--- config.mk ---
export PLATFORM = sky130hd
export DESIGN_NAME = gpio_port_register_block
export DESIGN_NICKNAME = d
export VERILOG_FILES = /design/src/hw/rtl/gprb_pkg.sv /design/src/hw/rtl/gprb_ctrl.sv /design/src/hw/rtl/gprb_datapath.sv /design/src/hw/rtl/gpio_port_register_block.sv
export SDC_FILE = /design/constraint.sdc
export NUM_CORES = 1
export LEC_CHECK = 0
export BUFFER_PORTS_ARGS = -buffer_cell sky130_fd_sc_hd__buf_2
export CAP_MARGIN = 20
export CORE_MARGIN = 2
export CORE_UTILIZATION = 59
export DETAILED_ROUTE_END_ITERATION = 8
export PLACE_DENSITY = 0.88
export SLEW_MARGIN = 20
export SYNTH_ARGS = -nofsm -noshare
export SYNTH_HDL_FRONTEND = slang
export SYNTH_SLANG_ARGS = --single-unit
export TNS_END_PERCENT = 10
--- constraint.sdc ---
create_clock -name i_clk -period 3.95 [get_ports i_clk]
set_input_delay 0.5925 -clock i_clk [delete_from_list [all_inputs] [get_ports i_clk]]
set_output_delay 0.5925 -clock i_clk [all_outputs]
set_load 0.02 [all_outputs]
--- src/hw/rtl/gprb_pkg.sv ---
// Package for the GPIO port register block: register word map, size codes,
// controller state and command types. No dependencies.
`timescale 1ns / 1ps

package gprb_pkg;

    // Default watched pin for the input data register mirror
    localparam int GPRB_WATCHED_PIN_DEF = 10;

    // Access size codes
    localparam logic [1:0] SZ_BYTE = 2'd0;
    localparam logic [1:0] SZ_HALF = 2'd1;

    // Access kinds
    localparam logic OP_READ  = 1'b0;
    localparam logic OP_WRITE = 1'b1;

    // Word indexes within the port window (offset bits 9..2)
    localparam logic [7:0] W_MODER   = 8'd0;
    localparam logic [7:0] W_OTYPER  = 8'd1;
    localparam logic [7:0] W_OSPEEDR = 8'd2;
    localparam logic [7:0] W_PUPDR   = 8'd3;
    localparam logic [7:0] W_IDR     = 8'd4;
    localparam logic [7:0] W_ODR     = 8'd5;
    localparam logic [7:0] W_BSRR    = 8'd6;
    localparam logic [7:0] W_LCKR    = 8'd7;
    localparam logic [7:0] W_AFRL    = 8'd8;
    localparam logic [7:0] W_AFRH    = 8'd9;

    typedef enum logic {
        ST_EMPTY,
        ST_FULL
    } t_ctl_state;

    // Command from controller to datapath
    typedef struct packed {
        logic load;   // capture the access, update state, register the result
    } t_dp_cmd;

    // Byte or halfword mask, word access keeps all bits
    function automatic logic [31:0] size_mask(input logic [1:0] sz);
        logic [31:0] m;
        m = 32'hFFFF_FFFF;
        if (sz == SZ_BYTE) begin
            m = 32'h0000_00FF;
        end else if (sz == SZ_HALF) begin
            m = 32'h0000_FFFF;
        end
        return m;
    endfunction

endpackage

--- src/hw/rtl/gprb_ctrl.sv ---
// Controller for the GPIO port register block: tracks the result register
// and drives the stream handshakes. Depends on gprb_pkg.
`timescale 1ns / 1ps

module gprb_ctrl
    import gprb_pkg::*;
(
    input  logic    i_clk,
    input  logic    i_rst_n,
    input  logic    i_in_valid,
    output logic    o_in_ready,
    output logic    o_out_valid,
    input  logic    i_out_ready,
    output t_dp_cmd o_cmd
);

    t_ctl_state r_state;
    t_ctl_state n_state;

    always_ff @(posedge i_clk) begin
        if (!i_rst_n) begin
            r_state <= ST_EMPTY;
        end else begin
            r_state <= n_state;
        end
    end

    always_comb begin
        o_in_ready  = (r_state == ST_EMPTY) || i_out_ready;
        o_out_valid = (r_state == ST_FULL);
        o_cmd.load  = i_in_valid && o_in_ready;
        n_state     = r_state;
        unique case (r_state)
            ST_EMPTY: begin
                if (o_cmd.load) n_state = ST_FULL;
            end
            ST_FULL: begin
                if (o_cmd.load) begin
                    n_state = ST_FULL;
                end else if (i_out_ready) begin
                    n_state = ST_EMPTY;
                end
            end
            default: n_state = ST_EMPTY;
        endcase
    end

    // An accepted access always produces a result in the next cycle
    a_load_fills: assert property (@(posedge i_clk) disable iff (!i_rst_n)
        o_cmd.load |=> o_out_valid)
        else $error("accepted access did not produce a result");

    // A taken result with no new access leaves the result register empty
    a_drain: assert property (@(posedge i_clk) disable iff (!i_rst_n)
        (o_out_valid && i_out_ready && !o_cmd.load) |=> !o_out_valid)
        else $error("result repeated after being taken");

    // An empty result register never blocks the input side
    a_ready_when_empty: assert property (@(posedge i_clk) disable iff (!i_rst_n)
        !o_out_valid |-> o_in_ready)
        else $error("input stalled with empty result register");

endmodule

--- src/hw/rtl/gprb_datapath.sv ---
// Datapath for the GPIO port register block: port registers, lane read and
// merge logic, and the result register. Depends on gprb_pkg.
`timescale 1ns / 1ps

module gprb_datapath
    import gprb_pkg::*;
#(
    parameter int WATCHED_PIN = GPRB_WATCHED_PIN_DEF
) (
    input  logic        i_clk,
    input  logic        i_rst_n,
    input  t_dp_cmd     i_cmd,
    input  logic        i_opcode,
    input  logic [9:0]  i_offset,
    input  logic [1:0]  i_access_size,
    input  logic [31:0] i_write_data,
    output logic [31:0] o_read_data,
    output logic        o_pin_level
);

    logic [31:0] r_mode;
    logic [15:0] r_otype;
    logic [31:0] r_speed;
    logic [31:0] r_pull;
    logic        r_mirror;
    logic [15:0] r_odr;
    logic [31:0] r_lock;
    logic [31:0] r_afrl;
    logic [31:0] r_afrh;
    logic [31:0] r_read_data;
    logic        r_pin_level;

    logic [31:0] n_mode;
    logic [15:0] n_otype;
    logic [31:0] n_speed;
    logic [31:0] n_pull;
    logic [15:0] n_odr;
    logic [31:0] n_lock;
    logic [31:0] n_afrl;
    logic [31:0] n_afrh;
    logic [31:0] n_read_data;

    logic [7:0]  word;
    logic [4:0]  shamt;
    logic        is_word;
    logic [31:0] smask;
    logic [31:0] lmask;
    logic [31:0] sel_reg;
    logic        mapped;
    logic [31:0] merged;
    logic [31:0] bsrr_v;

    always_comb begin
        word    = i_offset[9:2];
        shamt   = {i_offset[1:0], 3'b000};
        is_word = i_access_size[1];
        smask   = size_mask(i_access_size);
        lmask   = smask << shamt;

        mapped  = 1'b1;
        unique case (word)
            W_MODER:   sel_reg = r_mode;
            W_OTYPER:  sel_reg = {16'h0000, r_otype};
            W_OSPEEDR: sel_reg = r_speed;
            W_PUPDR:   sel_reg = r_pull;
            W_IDR:     sel_reg = 32'(r_mirror) << WATCHED_PIN;
            W_ODR:     sel_reg = {16'h0000, r_odr};
            W_LCKR:    sel_reg = r_lock;
            W_AFRL:    sel_reg = r_afrl;
            W_AFRH:    sel_reg = r_afrh;
            default: begin
                sel_reg = 32'h0000_0000;
                mapped  = 1'b0;
            end
        endcase

        merged = is_word ? i_write_data
                         : (sel_reg & ~lmask) | ((i_write_data << shamt) & lmask);
        bsrr_v = is_word ? i_write_data : ((i_write_data & smask) << shamt);

        n_mode  = r_mode;
        n_otype = r_otype;
        n_speed = r_speed;
        n_pull  = r_pull;
        n_odr   = r_odr;
        n_lock  = r_lock;
        n_afrl  = r_afrl;
        n_afrh  = r_afrh;
        n_read_data = 32'h0000_0000;

        if (i_opcode == OP_WRITE) begin
            unique case (word)
                W_MODER:   n_mode  = merged;
                W_OTYPER:  n_otype = merged[15:0];
                W_OSPEEDR: n_speed = merged;
                W_PUPDR:   n_pull  = merged;
                W_ODR:     n_odr   = merged[15:0];
                // set half wins over reset half for the same pin
                W_BSRR:    n_odr   = (r_odr & ~bsrr_v[31:16]) | bsrr_v[15:0];
                W_LCKR:    n_lock  = merged;
                W_AFRL:    n_afrl  = merged;
                W_AFRH:    n_afrh  = merged;
                default:   n_odr   = r_odr;
            endcase
        end else if (mapped) begin
            n_read_data = is_word ? sel_reg : ((sel_reg >> shamt) & smask);
        end
    end

    always_ff @(posedge i_clk) begin
        if (!i_rst_n) begin
            r_mode   <= '0;
            r_otype  <= '0;
            r_speed  <= '0;
            r_pull   <= '0;
            r_mirror <= 1'b0;
            r_odr    <= '0;
            r_lock   <= '0;
            r_afrl   <= '0;
            r_afrh   <= '0;
        end else if (i_cmd.load) begin
            r_mode   <= n_mode;
            r_otype  <= n_otype;
            r_speed  <= n_speed;
            r_pull   <= n_pull;
            r_mirror <= n_odr[WATCHED_PIN];
            r_odr    <= n_odr;
            r_lock   <= n_lock;
            r_afrl   <= n_afrl;
            r_afrh   <= n_afrh;
        end
    end

    always_ff @(posedge i_clk) begin
        if (i_cmd.load) begin
            r_read_data <= n_read_data;
            r_pin_level <= n_odr[WATCHED_PIN];
        end
    end

    assign o_read_data = r_read_data;
    assign o_pin_level = r_pin_level;

endmodule

--- src/hw/rtl/gpio_port_register_block.sv ---
// A result is registered and is valid in the cycle after its access is accepted.
// One access per cycle while each result is taken; the single result register sets this,
// and a new access is taken in the same cycle the held result is taken.
// Reset (i_rst_n low, synchronous): all port registers and the pin mirror
// clear to zero and the result register empties.
// Top level of the GPIO port register block; uses gprb_pkg, gprb_ctrl, gprb_datapath.
`timescale 1ns / 1ps

module gpio_port_register_block
    import gprb_pkg::*;
#(
    parameter int WATCHED_PIN = GPRB_WATCHED_PIN_DEF
) (
    input  logic        i_clk,
    input  logic        i_rst_n,
    // Access in
    input  logic        s_axis_tvalid,
    output logic        s_axis_tready,
    input  logic [47:0] s_axis_tdata,  // [9:0] offset, [11:10] access_size,
                                       // [43:12] write_data, [47:44] zero
    input  logic        s_axis_tuser,  // [0] opcode (0 read, 1 write)
    // Result out
    output logic        m_axis_tvalid,
    input  logic        m_axis_tready,
    output logic [39:0] m_axis_tdata   // [31:0] read_data, [32] pin_level,
                                       // [39:33] zero
);

    t_dp_cmd     cmd;
    logic [31:0] read_data;
    logic        pin_level;

    // Controller: hold the result until taken, accept when the slot frees up
    gprb_ctrl u_ctrl (
        .i_clk       (i_clk),
        .i_rst_n     (i_rst_n),
        .i_in_valid  (s_axis_tvalid),
        .o_in_ready  (s_axis_tready),
        .o_out_valid (m_axis_tvalid),
        .i_out_ready (m_axis_tready),
        .o_cmd       (cmd)
    );

    // Datapath: decode the word, merge writes, shift and mask reads
    gprb_datapath #(
        .WATCHED_PIN (WATCHED_PIN)
    ) u_datapath (
        .i_clk         (i_clk),
        .i_rst_n       (i_rst_n),
        .i_cmd         (cmd),
        .i_opcode      (s_axis_tuser),
        .i_offset      (s_axis_tdata[9:0]),
        .i_access_size (s_axis_tdata[11:10]),
        .i_write_data  (s_axis_tdata[43:12]),
        .o_read_data   (read_data),
        .o_pin_level   (pin_level)
    );

    // Pack the result, pad to whole bytes
    assign m_axis_tdata = {7'b0000000, pin_level, read_data};

endmodule
==> flow_metrics.tcl, run 1 <==
set metrics [dict create \
    synth_simple_gate_area_share 0.187 \
    async_flop_share 0 \
    rows 53 \
    ant_nets 0 \
    gr-total-overflow 0 \
    finClkSkew_ns 0.0141 \
    clk_latency_ns 0.55 \
    finalInstanceArea_mm2 0.0144 \
    syn_to_final_growth_pct 13.0 \
    placed_area_mm2 0.0135 \
    dieArea_mm2 0.0227 \
    cts_buffers 27 \
    hold_buffers 0 \
    final_max_slew_viol_count 0 \
    worstReg2RegStart "u_datapath.r_pull[13]" \
    dpl.cell_count 1844 \
    track_usage 0.372 \
    critPathCaptureType "register" \
    wire_per_inst_um 22.7 \
    cp-endpoint "u_datapath.r_pull[3]" \
    p_clk_frac 0.435 \
    status "completed" \
    min_from "s_axis_tvalid" \
    cts_max_level 1 \
    period_minus_slack_ns 2.83 \
    synth-edff-count 33 \
    first_pass_iters 6 \
    gp_congestion 1.01 \
    final_nets 1651 \
    grt_antenna_before_repair 1 \
    crit_start "s_axis_tdata[4]" \
    cts-root-buf "clkbuf_16" \
    synth_top_family_by_area "compound AO/OA/AOI/OAI gates" \
    post_cts_resize_count 0 \
    ys.flop_type "dfxtp_1" \
    synth_cells 1535 \
    fillCellCount 1674 \
    required_ns 4.41 \
    min_period_over_period 0.716 \
    swShare 0.260 \
    routed_wl_mm 43.0 \
    grt_pass1_wl_mm 65.6 \
    rsz0062_at_grt "false" \
    die_h_um 151 \
    coreArea_mm2 0.0211 \
    yosysSeqAreaShare 0.433 \
    syn_area_mm2 0.0127 \
    grt_max_degree 111 \
    reg2regPathDepth 5 \
    cts_tree "yes" \
    final_cells 1894 \
    boundaryPins 95 \
    synthAdderAreaFrac 0 \
    power_uw 5710 \
    initial_core_util 0.602 \
    power.density_mw_per_mm2 398 \
    vias_per_cell 6.70 \
    power_switching_uw 1490 \
    leakage_uw 0.00509 \
    synth_compound_area_frac 0.245 \
    worst_pin_slew_ns 0.827 \
    crit_type "in2reg" \
    synth.avg_cell_area_um2 8.27 \
    drv_cap 0 \
    clock-sinks 258 \
    hold_violations 0 \
    yosys_warnings 0 \
    peakVddDrop_uv 516 \
    worstSetupStartpointType "primary input" \
    antennaDiodeCount 0 \
    synth_mux_area_frac 0.0849 \
    clk_pin_slew_ns 0.06 \
    slew_headroom 0.444 \
    drive_gt1_frac 0.163 \
    r2r_end "u_datapath.r_mode[13]" \
    io_buffers 83 \
    clockBufferDepth 3 \
    ys_types 71 \
    fmax_ghz 0.353 \
    synth-xor-area-share 0 \
    die_x_um 151 \
    final.setup.tns_ns 0 \
    rrSetupSlack_ns 1.66 \
    post-cts-setup-buffers 0 \
    hp-class "in2reg" \
    drc 0 \
    ys_seq_elements 258 \
    first_iter_violations 1886 \
    dr_total_vias 12700 \
    p_int_uw 4230 \
    final-setup-viol-count 0 \
    comb_power_share 0.097 \
    path_max_fanout 24 \
    dp_hpwl_mm 29.5 \
    postLayoutCoreUtil 0.681 \
    crit_arrival_ns 3.28 \
    first_global_vias 11700 \
    seqPwrFrac 0.469 \
]
[Yosys cell counts, types with 19 or more instances]
cell      instances  area share
clkbuf_1         75       0.022
mux2i_1          56       0.044
dfxtp_1         225        0.35
nand3_1          98       0.039
o211ai_1         19       0.011
buf_2            32       0.013
edfxtp_1         33       0.078
o21ai_0         107       0.042
nand2_1         303       0.090
a22oi_1          53       0.031
o21ai_1          26       0.010
o22ai_1          27       0.013
mux2_2           30       0.027
a21oi_1         168       0.066
nor2_1           70       0.021
[stage by stage]
stage	hold slack, ns	setup WS [ns]
floorplan	0.427	1.32
global placement	0.435	0.778
detailed placement	0.440	0.728
CTS	0.296	1.28
global route	0.331	1.05
finish	0.297	1.12
[flip-flops by register name, summed over array words and instances (netlist names)]
| name | count |
|---|---|
| u_datapath.o_read_data | 32 |
| u_datapath.r_afrh | 32 |
| u_datapath.r_afrl | 32 |
| u_datapath.r_lock | 32 |
| u_datapath.r_mode | 32 |
| u_datapath.r_pull | 32 |
| u_datapath.r_speed | 32 |
| u_datapath.r_odr | 16 |
| u_datapath.r_otype | 16 |
| u_ctrl.o_out_valid | 1 |
| u_datapath.o_pin_level | 1 |
[metal layers]
metal	vias up	routed length [um]	GRT usage
met1	5926	16200	0.498
met4	2	1950	0.162
met5	-	15	0
met3	150	5760	0.0873
met2	941	19100	0.578
li1	5675	-	-
[cell type report]
cell class / instances / area (um^2) / area share
Multi-Input combinational cell: 1136 / 6590 / 0.459
Sequential cell: 258 / 5500 / 0.383
Timing Repair Buffer: 161 / 1020 / 0.0708
Clock inverter: 12 / 108 / 0.00750
Clock buffer: 38 / 747 / 0.0520
Tap cell: 275 / 344 / 0.0240
Inverter: 14 / 53.8 / 0.00375
[critical path, stage by stage]
cell and delay (ns):
buf_2 0.31, or3b_2 0.61, nor2_4 0.38, buf_4 0.25
a22oi_1 0.14, a31oi_2 0.62, nand2_1 0.15, a21oi_1 0.21
[worst min path at each step]
stage | to | cells after the start
after floorplan | u_datapath.r_speed[12] | 2
after global placement | u_datapath.r_afrh[5] | 2
after detailed placement | u_datapath.r_afrh[4] | 2
after CTS | u_ctrl.o_out_valid | 3
after global routing | u_ctrl.o_out_valid | 3
final | u_ctrl.o_out_valid | 3
[cells in the final DEF, fill, tap and decap left out, drive strengths merged, types with 16 or more instances in the layout]
master,count
dfxtp,225
nand3,98
o21ai,133
mux2i,56
o211ai,19
clkbuf,38
nand2,303
edfxtp,33
a22oi,53
a21oi,168
mux2,30
inv,18
o22ai,27
nor2,74
a221oi,16
buf,161
[power by group through the flow]
stage	logic [uW]	registers [uW]	clock network [uW]
5_1_grt	574	2680	2610
4_1_cts	529	2680	2480
3_3_place_gp	521	2740	0
3_5_place_dp	526	2740	0
2_1_floorplan	306	2760	0
6_report	552	2680	2480
[logic make-up after synthesis]
logic type | count (synthesis)
mux | 94
simple gates | 535
flops | 258
buf+inv | 147
other cells | 1
compound gates | 500
(Power assumes the default switching activity.)
==> run 2: changes to the inputs <==
--- a/config.mk
+++ b/config.mk
@@ -5,12 +5,13 @@
 export SDC_FILE = /design/constraint.sdc
 export NUM_CORES = 1
 export LEC_CHECK = 0
+export ABC_AREA = 1
 export BUFFER_PORTS_ARGS = -buffer_cell sky130_fd_sc_hd__buf_2
 export CAP_MARGIN = 20
 export CORE_MARGIN = 2
-export CORE_UTILIZATION = 59
+export CORE_UTILIZATION = 55
 export DETAILED_ROUTE_END_ITERATION = 8
-export PLACE_DENSITY = 0.88
+export PLACE_DENSITY = 0.86
 export SLEW_MARGIN = 20
 export SYNTH_ARGS = -nofsm -noshare
 export SYNTH_HDL_FRONTEND = slang
==> constraint.sdc (replaced) <==
create_clock -name i_clk -period 2.32 [get_ports i_clk]
set_input_delay 0.348 -clock i_clk [delete_from_list [all_inputs] [get_ports i_clk]]
set_output_delay 0.348 -clock i_clk [all_outputs]
set_load 0.02 [all_outputs]
==> flow_metrics.tcl, run 2 <==
set metrics [dict create \
    hp-class "in2reg" \
    placed_area_mm2 0.0154 \
    yosysSeqAreaShare 0.398 \
    async_flop_share 0 \
    ys_seq_elements 258 \
    final.setup.tns_ns 0 \
    post_cts_resize_count 0 \
    synth_top_area_share 0.326 \
    final_nets 2227 \
    first_global_vias 13300 \
    cp-endpoint "u_datapath.r_afrl[12]" \
    rows 57 \
    crit_arrival_ns 2.49 \
    track_usage 0.360 \
    antennaDiodeCount 0 \
    yosys_warnings 0 \
    cts-root-buf "clkbuf_16" \
    power.density_mw_per_mm2 612 \
    cts_max_level 1 \
    syn_area_mm2 0.0138 \
    multiInputGateArea_mm2 0.00617 \
    cts_buffers 27 \
    period_minus_slack_ns 2.03 \
    required_ns 2.78 \
    leakage_uw 0.00821 \
    finalInstanceArea_mm2 0.0163 \
    die_x_um 162 \
    mostFrequentLayoutCells "inv_1, nand2_1, nor2_1" \
    grt_antenna_before_repair 0 \
    yosysMostFrequentCell "inv_1" \
    coreArea_mm2 0.0245 \
    synth_top_family_by_area "simple AND/OR/NAND/NOR gates" \
    worstReg2RegStart "u_ctrl.o_out_valid" \
    first_pass_iters 6 \
    slew_headroom 0.646 \
    clk_latency_ns 0.57 \
    synth_mux_area_frac 0 \
    status "completed" \
    cts_tree "yes" \
    syn_to_final_growth_pct 17.9 \
    yosys-top-cells-area "dfxtp_1, inv_1, a21oi_1" \
    critPathCaptureType "register" \
    hold_violations 0 \
    synth.avg_cell_area_um2 6.82 \
    dp_hpwl_mm 35.0 \
    final-setup-viol-count 0 \
    reg2regPathDepth 11 \
    comb_power_share 0.090 \
    routed_wl_mm 48.3 \
    seqPwrFrac 0.458 \
    clk_pin_slew_ns 0.06 \
    swShare 0.253 \
    ys_types 49 \
    first_iter_violations 2063 \
    rrSetupSlack_ns 0.29 \
    boundaryPins 95 \
    worst_pin_slew_ns 0.530 \
    rsz0062_at_grt "false" \
    grt_pass1_wl_mm 73.6 \
    peakVddDrop_uv 625 \
    fillCellCount 2022 \
    crit_type "reg2reg" \
    drv_cap 0 \
    initial_core_util 0.565 \
    r2r_end "u_datapath.r_afrl[12]" \
    synthAdderAreaFrac 0 \
    hold_buffers 0 \
    synth-edff-count 33 \
    clockBufferDepth 3 \
    dieArea_mm2 0.0264 \
    io_buffers 83 \
    dr_total_vias 14300 \
    grt_max_degree 52 \
    p_clk_frac 0.452 \
    synth-xor-area-share 0 \
    drive_gt1_frac 0.182 \
    min_period_over_period 0.875 \
    final_common_cell "inv_1" \
    seq_area_mm2 0.00550 \
    worstSetupStartpointType "register" \
    synth_compound_area_frac 0.222 \
    post-cts-setup-buffers 0 \
    fmax_ghz 0.493 \
    synth_simple_gate_area_share 0.223 \
    ys.flop_type "dfxtp_1" \
    drc 0 \
    wire_per_inst_um 19.2 \
    synth_cells 2024 \
    power_uw 9970 \
    gp_congestion 1.00 \
    yosysTopAreaCell "dfxtp_1" \
    vias_per_cell 5.67 \
    path_max_fanout 18 \
    clock-sinks 258 \
    final_max_slew_viol_count 0 \
    p_int_uw 7450 \
    crit_start "u_ctrl.o_out_valid" \
    ys_top_cells_by_count "inv_1, nand2_1, nor2_1" \
    finClkSkew_ns 0.0370 \
    die_h_um 162 \
    ant_nets 0 \
    gr-total-overflow 0 \
    power_switching_uw 2520 \
]
==> run 2: changes by cell type after synthesis, sizes merged, moves of 11 or more <==
cell,previous run,this run
inv,13,410
nor2,74,253
o21ai,133,246
mux2i,56,0
a21oi,168,220
a22oi,53,8
mux2,30,0
clkbuf,76,47
o22ai,27,45
a221oi,16,1
a22o,12,0
buf,57,68
==> run 2: layout make-up <==
class / count / share of cell area
Multi-Input combinational cell: 1245 / 0.379
Tap cell: 324 / 0.0249
Clock inverter: 10 / 0.00661
Sequential cell: 258 / 0.337
Clock buffer: 40 / 0.0501
Inverter: 412 / 0.0956
Timing Repair Buffer: 230 / 0.106
==> run 2: power by group through the flow <==
stage | combinational (uW) | clock (uW) | sequential, uW
6_report | 898 | 4510 | 4560
3_3_place_gp | 866 | 0 | 4660
4_1_cts | 874 | 4520 | 4560
5_1_grt | 951 | 4700 | 4560
3_5_place_dp | 868 | 0 | 4660
2_1_floorplan | 462 | 0 | 4700
==> run 2: cells by family (layout without fill, tap and decap cells) <==
kind of cell           after synthesis  in the layout
AND/OR/NAND/NOR                    686            686
AO/OA/AOI/OAI                      552            552
buffers and inverters              527            692
flip-flops                         258            258
other                                1              7
==> run 2: worst max-delay path: stages, from the launching register on <==
cell	delay (ns)
dfxtp_1	0.30
nand2_1	0.09
nand2_1	0.18
nor2_1	0.16
buf_4	0.16
inv_2	0.07
buf_12	0.15
nor2_4	0.26
inv_2	0.08
buf_4	0.22
o21ai_0	0.19
inv_1	0.05
==> run 2: routing by layer <==
layer / global-route usage / part of all wire / vias up
met5: 0 / 0 / -
met4: 0.184 / 0.059 / 0
met3: 0.0634 / 0.11 / 188
met2: 0.565 / 0.43 / 902
met1: 0.479 / 0.40 / 6467
li1: - / - / 6716
==> run 2: worst min path at each step <==
| stage | start | to | cells after the start |
|---|---|---|---|
| 2_1_floorplan | s_axis_tvalid | u_ctrl.o_out_valid | 2 |
| 3_3_place_gp | u_ctrl.o_out_valid | u_ctrl.o_out_valid | 2 |
| 3_5_place_dp | u_ctrl.o_out_valid | u_ctrl.o_out_valid | 2 |
| 4_1_cts | s_axis_tvalid | u_ctrl.o_out_valid | 3 |
| 5_1_grt | s_axis_tvalid | u_ctrl.o_out_valid | 3 |
| 6_report | s_axis_tvalid | u_ctrl.o_out_valid | 3 |
==> run 2: metrics by stage <==
| step | hold slack (ns) | util | worst slack [ns] | instances |
|---|---|---|---|---|
| after floorplan | 0.482 | - | 0.401 | 2030 |
| after global placement | 0.486 | 0.628 | -0.0485 | 2469 |
| after detailed placement | 0.507 | 0.628 | -0.0863 | 2469 |
| after CTS | 0.0511 | 0.666 | 0.313 | 2519 |
| after global routing | 0.0893 | 0.666 | 0.156 | 2519 |
| final | 0.0517 | 0.666 | 0.290 | 2519 |
